<file path="config.mk">
export PLATFORM = sky130hd
export DESIGN_NAME = packet_aligned_byte_fifo_flat
export DESIGN_NICKNAME = d
export VERILOG_FILES = /design/src/design/pabf_pkg.sv /design/src/design/pabf_if.sv /design/src/design/packet_aligned_byte_fifo.sv /design/src/flat_wrapper.sv
export SDC_FILE = /design/constraint.sdc
export NUM_CORES = 2
export LEC_CHECK = 0
export ABC_AREA = 1
export BUFFER_PORTS_ARGS = -buffer_cell sky130_fd_sc_hd__buf_2
export CAP_MARGIN = 20
export CORE_AREA = 4 4 335 469
export CTS_CLUSTER_SIZE = 20
export DETAILED_ROUTE_END_ITERATION = 7
export DIE_AREA = 0 0 339 473
export MAX_ROUTING_LAYER = met4
export PLACE_DENSITY = 0.77
export SLEW_MARGIN = 0
export SYNTH_ARGS = -nofsm -noshare
export SYNTH_HDL_FRONTEND = slang
export SYNTH_SLANG_ARGS = --single-unit
</file>
<file path="constraint.sdc">
create_clock -name clk -period 5.9 [get_ports clk]
set_clock_uncertainty 0.05 [all_clocks]
set_input_delay 0.295 -clock clk [delete_from_list [all_inputs] [get_ports clk]]
set_output_delay 0.295 -clock clk [all_outputs]
set_load 0.005 [all_outputs]
</file>
<file path="src/design/pabf_pkg.sv">
// Shared types for the packet aligned byte FIFO: request and result
// payloads, operation and status codes, and the controller state type.
// No dependencies.
package pabf_pkg;

	typedef enum logic {
		OP_WRITE = 1'b0,
		OP_READ  = 1'b1
	} op_t;

	typedef enum logic [1:0] {
		STS_OK      = 2'd0,
		STS_FULL    = 2'd1,
		STS_EMPTY   = 2'd2,
		STS_INVALID = 2'd3
	} status_t;

	typedef enum logic [1:0] {
		ST_IDLE = 2'd0,
		ST_READ = 2'd1,
		ST_SKIP = 2'd2
	} state_t;

	typedef struct packed {
		op_t        op;
		logic [7:0] data;
		logic [9:0] msg_len;
		logic       start_req;
		logic [6:0] req_size;
	} cmd_t;

	typedef struct packed {
		status_t    status;
		logic [7:0] rdata;
		logic       rdata_valid;
		logic       last;
	} rsp_t;

endpackage

</file>
<file path="src/design/pabf_if.sv">
// Valid/ready channel interfaces for the packet aligned byte FIFO.
// Depends on pabf_pkg for the payload types.
interface pabf_cmd_if import pabf_pkg::*; ();
	logic valid;
	logic ready;
	cmd_t payload;

	modport source (output valid, output payload, input ready);
	modport sink (input valid, input payload, output ready);
endinterface

interface pabf_rsp_if import pabf_pkg::*; ();
	logic valid;
	logic ready;
	rsp_t payload;

	modport source (output valid, output payload, input ready);
	modport sink (input valid, input payload, output ready);
endinterface

</file>
<file path="src/design/packet_aligned_byte_fifo.sv">
// Byte ring buffer with whole-message admission and stream or packet-aligned
// reads. A write request carries one message byte; its status result is loaded
// into the result register at the accepting edge and is offered from the next
// cycle, and writes run at one request per cycle while each result is taken.
// A read request returns up to MAX_READ bytes, one per cycle unless results
// stall, out of a single-port byte store with a registered read; the next
// request is taken once the final byte has left the read data register and,
// in packet mode, the read pointer has stepped over the unread rest of the
// packet, one byte per step (at most PACKET_BYTES). The store needs no
// clearing after reset. Depends on pabf_pkg and pabf_if.
module packet_aligned_byte_fifo import pabf_pkg::*; #(
	parameter int BUFFER_DEPTH = 256,
	parameter int PACKET_BYTES = 16,
	parameter int MAX_READ     = 64
) (
	input  logic        clk,
	input  logic        arst_n,
	input  logic        cfg_we,
	input  logic        cfg_wdata,
	pabf_cmd_if.sink    cmd,
	pabf_rsp_if.source  rsp
);

	localparam int AW = $clog2(BUFFER_DEPTH);
	localparam int UW = AW + 1;
	localparam int LW = ((UW > 10) ? UW : 10) + 1;
	localparam int OW = (PACKET_BYTES > 1) ? $clog2(PACKET_BYTES) : 1;
	localparam int TW = $clog2(PACKET_BYTES + 1);
	localparam int EW = $clog2(MAX_READ + 1);

	// byte store
	logic [7:0]    mem_q [BUFFER_DEPTH];

	// pointers and message state
	logic [AW-1:0] wr_addr_q, rd_addr_q;
	logic          wr_ph_q, rd_ph_q;
	logic [OW-1:0] pkt_off_q;
	logic [UW-1:0] msg_rem_q;
	status_t       msg_st_q;
	logic          pkt_mode_q;

	// read sequencer
	state_t        state_q, state_d;
	logic [EW-1:0] emit_q;
	logic [TW-1:0] skip_q;
	logic          trunc_q;

	// read data stage and result register
	logic          rd_vld_s1, rd_last_s1;
	logic [7:0]    rdata_s1;
	logic          out_vld_q;
	rsp_t          out_q;

	logic          cmd_rdy, cmd_acc, is_rd, is_wr;
	logic          rd_issue, skip_step, rd_adv, s1_move;
	logic [UW-1:0] used;
	logic          empty;

	// write decision
	status_t       wst;
	logic [UW-1:0] rem0, rem_nxt;
	logic          do_store;

	// read decision
	logic [LW-1:0] size, avail, to_end, residual, n_rd, adv, skip_amt;
	logic          trunc;

	// next pointer values
	logic [AW-1:0] rd_addr_nxt, wr_addr_nxt;
	logic          rd_ph_nxt, wr_ph_nxt;
	logic [OW-1:0] pkt_off_nxt;

	logic          direct_res;
	rsp_t          direct_q;

	assign cmd_acc = cmd.valid & cmd_rdy;
	assign is_rd   = (cmd.payload.op == OP_READ);
	assign is_wr   = (cmd.payload.op == OP_WRITE);
	assign s1_move = rd_vld_s1 & (~out_vld_q | rsp.ready);

	// fill level
	always_comb begin
		if (wr_ph_q == rd_ph_q) begin
			used = UW'(wr_addr_q) - UW'(rd_addr_q);
		end else begin
			used = UW'(wr_addr_q) + UW'(BUFFER_DEPTH) - UW'(rd_addr_q);
		end
		empty = (used == '0);
	end

	// admission of a write byte
	always_comb begin
		wst  = msg_st_q;
		rem0 = msg_rem_q;
		if (cmd.payload.start_req) begin
			if (LW'(cmd.payload.msg_len) > LW'(BUFFER_DEPTH)) begin
				wst  = STS_INVALID;
				rem0 = '0;
			end else if (LW'(used) + LW'(cmd.payload.msg_len) > LW'(BUFFER_DEPTH)) begin
				wst  = STS_FULL;
				rem0 = '0;
			end else begin
				wst  = STS_OK;
				rem0 = UW'(cmd.payload.msg_len);
			end
		end
		do_store = (rem0 != '0);
		rem_nxt  = do_store ? rem0 - UW'(1) : rem0;
	end

	// read length, pointer advance and truncation
	always_comb begin
		size     = (LW'(cmd.payload.req_size) > LW'(MAX_READ)) ? LW'(MAX_READ)
		                                                       : LW'(cmd.payload.req_size);
		avail    = LW'(used);
		to_end   = LW'(PACKET_BYTES) - LW'(pkt_off_q);
		residual = (to_end < avail) ? to_end : avail;
		if (pkt_mode_q) begin
			n_rd  = (residual < size) ? residual : size;
			trunc = (residual < to_end);
			adv   = trunc ? to_end : residual;
		end else begin
			n_rd  = (avail < size) ? avail : size;
			trunc = 1'b0;
			adv   = n_rd;
		end
		skip_amt = adv - n_rd;
	end

	// one-step pointer advance
	always_comb begin
		if (rd_addr_q == AW'(BUFFER_DEPTH - 1)) begin
			rd_addr_nxt = '0;
			rd_ph_nxt   = ~rd_ph_q;
			pkt_off_nxt = '0;
		end else begin
			rd_addr_nxt = rd_addr_q + AW'(1);
			rd_ph_nxt   = rd_ph_q;
			pkt_off_nxt = (pkt_off_q == OW'(PACKET_BYTES - 1)) ? '0 : pkt_off_q + OW'(1);
		end
		if (wr_addr_q == AW'(BUFFER_DEPTH - 1)) begin
			wr_addr_nxt = '0;
			wr_ph_nxt   = ~wr_ph_q;
		end else begin
			wr_addr_nxt = wr_addr_q + AW'(1);
			wr_ph_nxt   = wr_ph_q;
		end
	end

	// sequencer next state
	always_comb begin
		state_d = state_q;
		case (state_q)
			ST_IDLE: begin
				if (cmd_acc && is_rd && !empty) begin
					if (n_rd != '0) begin
						state_d = ST_READ;
					end else if (skip_amt != '0) begin
						state_d = ST_SKIP;
					end
				end
			end
			ST_READ: begin
				if (rd_issue && emit_q == EW'(1)) begin
					state_d = (skip_q != '0) ? ST_SKIP : ST_IDLE;
				end
			end
			ST_SKIP: begin
				if (skip_q == TW'(1)) begin
					state_d = ST_IDLE;
				end
			end
			default: state_d = ST_IDLE;
		endcase
	end

	// sequencer outputs
	always_comb begin
		cmd_rdy   = 1'b0;
		rd_issue  = 1'b0;
		skip_step = 1'b0;
		case (state_q)
			ST_IDLE: cmd_rdy   = ~rd_vld_s1 & (~out_vld_q | rsp.ready);
			ST_READ: rd_issue  = ~rd_vld_s1 | s1_move;
			ST_SKIP: skip_step = 1'b1;
			default: cmd_rdy   = 1'b0;
		endcase
		rd_adv = rd_issue | skip_step;
	end

	// result produced directly by an accepted request
	always_comb begin
		direct_res = 1'b0;
		direct_q   = '{status: STS_OK, rdata: 8'h00, rdata_valid: 1'b0, last: 1'b1};
		if (cmd_acc) begin
			if (is_wr) begin
				direct_res      = 1'b1;
				direct_q.status = wst;
			end else if (empty) begin
				direct_res      = 1'b1;
				direct_q.status = STS_EMPTY;
			end else if (n_rd == '0) begin
				direct_res = 1'b1;
			end
		end
	end

	assign cmd.ready   = cmd_rdy;
	assign rsp.valid   = out_vld_q;
	assign rsp.payload = out_q;

	// byte store: write port for admitted bytes, registered read for the sequencer
	always_ff @(posedge clk) begin
		if (cmd_acc && is_wr && do_store) begin
			mem_q[wr_addr_q] <= cmd.payload.data;
		end
		if (rd_issue) begin
			rdata_s1   <= mem_q[rd_addr_q];
			rd_last_s1 <= (emit_q == EW'(1));
		end
	end

	// result register payload
	always_ff @(posedge clk) begin
		if (s1_move) begin
			out_q <= '{status: STS_OK, rdata: rdata_s1, rdata_valid: 1'b1,
			           last: rd_last_s1};
		end else if (direct_res) begin
			out_q <= direct_q;
		end
	end

	// control state
	always_ff @(posedge clk or negedge arst_n) begin
		if (!arst_n) begin
			state_q    <= ST_IDLE;
			wr_addr_q  <= '0;
			wr_ph_q    <= 1'b0;
			rd_addr_q  <= '0;
			rd_ph_q    <= 1'b0;
			pkt_off_q  <= '0;
			msg_rem_q  <= '0;
			msg_st_q   <= STS_OK;
			pkt_mode_q <= 1'b0;
			emit_q     <= '0;
			skip_q     <= '0;
			trunc_q    <= 1'b0;
			rd_vld_s1  <= 1'b0;
			out_vld_q  <= 1'b0;
		end else begin
			state_q <= state_d;
			if (cfg_we) begin
				pkt_mode_q <= cfg_wdata;
			end

			// write request
			if (cmd_acc && is_wr) begin
				msg_st_q  <= wst;
				msg_rem_q <= rem_nxt;
				if (do_store) begin
					wr_addr_q <= wr_addr_nxt;
					wr_ph_q   <= wr_ph_nxt;
				end
			end

			// read request setup
			if (cmd_acc && is_rd && !empty) begin
				emit_q  <= EW'(n_rd);
				skip_q  <= TW'(skip_amt);
				trunc_q <= trunc;
			end
			if (rd_issue) begin
				emit_q <= emit_q - EW'(1);
			end
			if (skip_step) begin
				skip_q <= skip_q - TW'(1);
				// short packet: buffer emptied at the new read pointer
				if (skip_q == TW'(1) && trunc_q) begin
					wr_addr_q <= rd_addr_nxt;
					wr_ph_q   <= rd_ph_nxt;
				end
			end
			if (rd_adv) begin
				rd_addr_q <= rd_addr_nxt;
				rd_ph_q   <= rd_ph_nxt;
				pkt_off_q <= pkt_off_nxt;
			end

			// read data stage
			if (rd_issue) begin
				rd_vld_s1 <= 1'b1;
			end else if (s1_move) begin
				rd_vld_s1 <= 1'b0;
			end

			// result register
			if (s1_move || direct_res) begin
				out_vld_q <= 1'b1;
			end else if (rsp.ready) begin
				out_vld_q <= 1'b0;
			end
		end
	end

`ifndef SYNTHESIS
	// fill level never passes the capacity; a short-packet skip runs the read
	// pointer past the write pointer until its last step
	a_fill_bound: assert property (@(posedge clk) disable iff (!arst_n)
		(state_q != ST_SKIP) |-> (LW'(used) <= LW'(BUFFER_DEPTH)))
		else $error("fill level above capacity");

	// a held read byte must not be overwritten by a new store read
	a_s1_hold: assert property (@(posedge clk) disable iff (!arst_n)
		(rd_vld_s1 && !s1_move) |=> ($stable(rdata_s1) && rd_vld_s1))
		else $error("read data stage overwritten while stalled");

	// the byte sequencer never runs with nothing left to read
	a_emit_live: assert property (@(posedge clk) disable iff (!arst_n)
		(state_q == ST_READ) |-> (emit_q != '0))
		else $error("read state with zero bytes left");

	// packet offset stays inside a packet
	a_pkt_off: assert property (@(posedge clk) disable iff (!arst_n)
		{1'b0, pkt_off_q} < (OW + 1)'(PACKET_BYTES))
		else $error("packet offset out of range");
`endif

endmodule
</file>
<file path="src/flat_wrapper.sv">
// flat-port wrapper written by rule: the top's interface ports become plain ports
module packet_aligned_byte_fifo_flat import pabf_pkg::*;
#(
	parameter int BUFFER_DEPTH = 256,
	parameter int PACKET_BYTES = 16,
	parameter int MAX_READ     = 64
)
  (clk, arst_n, cfg_we, cfg_wdata, cmd_valid, cmd_payload, cmd_ready, rsp_valid, rsp_payload, rsp_ready);
  pabf_cmd_if cmd_i ();
  pabf_rsp_if rsp_i ();
  input  logic clk;
  input  logic arst_n;
  input  logic cfg_we;
  input  logic cfg_wdata;
  input wire logic [$bits(cmd_i.valid)-1:0] cmd_valid;
  input wire logic [$bits(cmd_i.payload)-1:0] cmd_payload;
  output wire logic [$bits(cmd_i.ready)-1:0] cmd_ready;
  output wire logic [$bits(rsp_i.valid)-1:0] rsp_valid;
  output wire logic [$bits(rsp_i.payload)-1:0] rsp_payload;
  input wire logic [$bits(rsp_i.ready)-1:0] rsp_ready;
  assign cmd_i.valid = cmd_valid;
  assign cmd_i.payload = cmd_payload;
  assign cmd_ready = cmd_i.ready;
  assign rsp_valid = rsp_i.valid;
  assign rsp_payload = rsp_i.payload;
  assign rsp_i.ready = rsp_ready;
  packet_aligned_byte_fifo #(.BUFFER_DEPTH(BUFFER_DEPTH), .PACKET_BYTES(PACKET_BYTES), .MAX_READ(MAX_READ)) u_core (.clk(clk), .arst_n(arst_n), .cfg_we(cfg_we), .cfg_wdata(cfg_wdata), .cmd(cmd_i), .rsp(rsp_i));
endmodule
</file>
==> flow_summary.toml <==
[run_status]
status = "complete, no violations"

[timing]
period_needed_ns = 5.669
hold_viol = 0
final_max_slew_viol_count = 0
rsz0062_at_grt = "true"
post-route-period-util = 0.9608
setup_ws_ns = 0.2311
tightestPinTransition_ns = 1.161
slew_headroom = 0.2242
max_freq_ghz = 0.1764
finalSetupViolCount = 0

[synth]
synth_flop_cell = "edfxtp_1"
ys_ff_latch = 2120
syn_avg_cell_area_um2 = 12.72
synth_edf_count = 2066
syn-cell-area_um2 = 86750
synthCells = 6821
ys.warnings.count = 0
ys_async_sr_fraction = 0.02406
yosysUniqueCellTypes = 60
synth-seq-area-share = 0.7306

[grt]
antenna_found_initial = 1
grt_max_degree = 226
grt_pass1_vias = 57769
grtUsageTotal = 0.2953
grt.overflow.total = 0
grt_pass1_wl_mm = 350.1

[clock_tree]
cts_sinks = 2120
clk_pin_slew_ns = 0.07
clock-root-buffer = "clkbuf_16"
insertion_delay_ns = 0.82
cts_tree = "built"
cts_made_buffers = 178
ctsHtreeMaxLevel = 4
cts_buffer_depth = 3

[power_and_ir_drop]
vdd_drop_max_mv = 0.4290
power.density_cell_area_nw_per_um2 = 480.8
fin_total_pwr_uw = 46790
p_leak_uw = 0.03184

[worst_hold_path]
worstHoldPathType = "in2reg"

[routing]
drc_errors = 0
num_vias = 58842
drt_first_iter_violations = 7969
ant_nets = 0
wl_per_cell_um = 25.78
routed_wl_mm = 234.5
firstDrtPassIters = 7
via_per_inst = 6.470

[final_layout]
syn_to_final_growth_pct = 12.18
drive_above_1_share = 0.1179
final_nets = 7061

[worst_setup_path]
cp-startpoint = "u_core.wr_addr_q[0]$_DFF_PN0_"
path_class = "reg2reg"
worstPathArrival_ns = 6.15
rr_worst_depth = 30
rrSetupSlack_ns = 0.23
r2r_start = "u_core.wr_addr_q[0]$_DFF_PN0_"
start_kind = "flip-flop"
slowest_delay_ns = 0.38
critical_path_required_ns = 6.38
r2r_end = "u_core.mem_q[87][3]$_DFFE_PP_"
cp-endpoint = "u_core.mem_q[87][3]$_DFFE_PP_"
critPathSlowestCell = "dfrtp_1"
endpoint_kind = "flip-flop"
path_max_fanout = 12

[floorplanning]
core_area_um2 = 152900
io_pins = 47
initial_core_util = 0.5672
die_area_um2 = 160300
chipWidth_um = 339
die_h_um = 473
rows = 170

[placed_design]
gp_congestion = 0.9399
hpwl_mm = 134.0
place_ws_ns = -0.005255
port_buffers = 46

[run]
drv_cap = 0
==> worst max-delay path, delay by kind of cell (launching register included) <==
kind	cells	cell delay (ns)
fa+ha+maj	4	1.12
xor+xnor	2	0.44
buf+inv	7	1.13
simple gates	13	1.66
compound gates	4	0.58
flops	1	0.38
==> layout make-up <==
cell class / count / area, µm²
clock buffers: 217 / 4695
inverters: 144 / 563.0
fillers: 10588 / 55620
well taps: 1978 / 2475
multi-input cells: 4082 / 21280
flip-flops and latches: 2120 / 63390
clock inverters: 111 / 1137
diodes: 2 / 5.005
repair buffers: 440 / 3765
==> sequential cells by signal, indices dropped and copies added (netlist names) <==
| register | cells |
|---|---|
| u_core.pkt_mode_q | 1 |
| u_core.mem_q | 2048 |
| u_core.rd_addr_q | 8 |
| u_core.skip_q | 5 |
| u_core.wr_addr_q | 8 |
| u_core.rsp.valid | 1 |
| u_core.rd_last_s1 | 1 |
| u_core.state_q | 2 |
| u_core.rd_ph_q | 1 |
| u_core.rdata_s1 | 8 |
| u_core.msg_st_q | 2 |
| u_core.pkt_off_q | 4 |
| u_core.rd_vld_s1 | 1 |
| u_core.emit_q | 7 |
| u_core.rsp.payload | 12 |
| u_core.trunc_q | 1 |
| u_core.wr_ph_q | 1 |
| u_core.msg_rem_q | 9 |
==> cells in the mapped netlist, types with 4 or more instances <==
| library cell | instances | share of area |
|---|---|---|
| a31oi_1 | 37 | 0.0027 |
| edfxtp_1 | 2066 | 0.72 |
| nand2_4 | 19 | 0.0025 |
| inv_1 | 134 | 0.0058 |
| o211ai_1 | 67 | 0.0058 |
| inv_2 | 6 | 0.00026 |
| nand4_1 | 44 | 0.0032 |
| dfrtp_1 | 51 | 0.015 |
| o21ai_0 | 1074 | 0.062 |
| xor2_1 | 21 | 0.0021 |
| clkbuf_1 | 438 | 0.019 |
| ha_1 | 59 | 0.0085 |
| nand3_1 | 225 | 0.013 |
| nand2_2 | 8 | 0.00058 |
| nor2_2 | 65 | 0.0047 |
| xnor2_1 | 13 | 0.0013 |
| nor3_1 | 5 | 0.00029 |
| a211oi_1 | 4 | 0.00035 |
| o221ai_1 | 204 | 0.021 |
| nor4_1 | 9 | 0.00065 |
| clkinv_1 | 4 | 0.00017 |
| buf_1 | 21 | 0.00091 |
| buf_6 | 17 | 0.0022 |
| a32o_1 | 17 | 0.0020 |
| nand2_1 | 404 | 0.017 |
| o22ai_1 | 316 | 0.023 |
| a21oi_1 | 129 | 0.0074 |
| nor2_1 | 1300 | 0.056 |
| a221oi_1 | 9 | 0.00091 |
==> where the power goes <==
part           switching [µW]  internal (µW)  total [µW]
registers                 157          16800       17000
clock network            5290           6570       11900
logic                   12500           5450       18000
total                   18000          28800       46800
==> cell families (layout without fill, tap and decap cells) <==
group | after synthesis | in the layout | synth area share
AOI/OAI and AO/OA | 1885 | 1885 | 0.1273
xor gates and xnor gates | 34 | 34 | 0.003433
adders and majority gates | 62 | 62 | 0.009202
buffers and inverters | 623 | 912 | 0.02853
DFF | 2120 | 2120 | 0.7306
other | 2 | 8 | 0.00008657
and+or+nand+nor | 2095 | 2095 | 0.1008
==> worst min path at each step <==
| stage | startpoint | endpoint | slack, ns | cells after the start |
|---|---|---|---|---|
| finish | cmd_payload[9] | u_core.msg_rem_q[1]$_DFFE_PN0P_ | 0.05 | 5 |
| global route | cmd_payload[15] | u_core.msg_rem_q[7]$_DFFE_PN0P_ | 0.05 | 6 |
| CTS | cmd_payload[9] | u_core.msg_rem_q[1]$_DFFE_PN0P_ | 0.004 | 5 |
| detailed placement | arst_n | u_core.msg_rem_q[2]$_DFFE_PN0P_ | 0.19 | 1 |
| global placement | arst_n | u_core.msg_rem_q[1]$_DFFE_PN0P_ | 0.19 | 1 |
| floorplan | arst_n | u_core.emit_q[0]$_DFFE_PN0P_ | -0.05 | 0 |
==> timing repair <==
item / 4_1_cts / 5_1_grt
pin swaps: 0 / 3
resized for setup: 3 / 83
setup buffers: 0 / 16
hold buffers: 26 / 0
hold endpoints to repair: 473 / 0
endpoints found under the setup margin: 100 / 1730
==> placed cells by master (no fill, tap or decap), types with 34 or more instances in the layout <==
master        n
nor2_2       49
o21ai_0    1070
nand2_1     403
nand3_1     225
clkinv_1     36
clkinv_2     34
a21oi_1     129
inv_1       130
nand4_1      44
o211ai_1     67
nor2_1     1278
o221ai_1    204
buf_4       327
a31oi_1      37
o22ai_1     316
ha_1         57
dfrtp_1      46
edfxtp_1   2066
nor2_4       41
buf_2        38
clkbuf_16   181
==> layer usage <==
layer / GRT usage / vias up / part of all wire
met4: 0.1740 / 0 / 0.067
met3: 0.05039 / 791 / 0.10
met1: 0.3507 / 28603 / 0.34
li1: - / 25658 / -
met2: 0.4791 / 3790 / 0.49
met5: - / - / 0
==> stage by stage <==
stage / hold slack, ns / cells / setup TNS, ns / util / area (µm²)
after floorplan: -0.05059 / 6825 / 0 / - / 86780
after global placement: 0.1875 / 8722 / 0 / 0.5928 / 90660
final: 0.04831 / 9094 / 0 / 0.6363 / 97310
after detailed placement: 0.1912 / 8722 / -0.07958 / 0.5928 / 90660
after global routing: 0.05417 / 9093 / -0.5747 / 0.6363 / 97310
after CTS: 0.003622 / 9076 / 0 / 0.6328 / 96770
No activity file was read; power rests on OpenSTA's default activity.
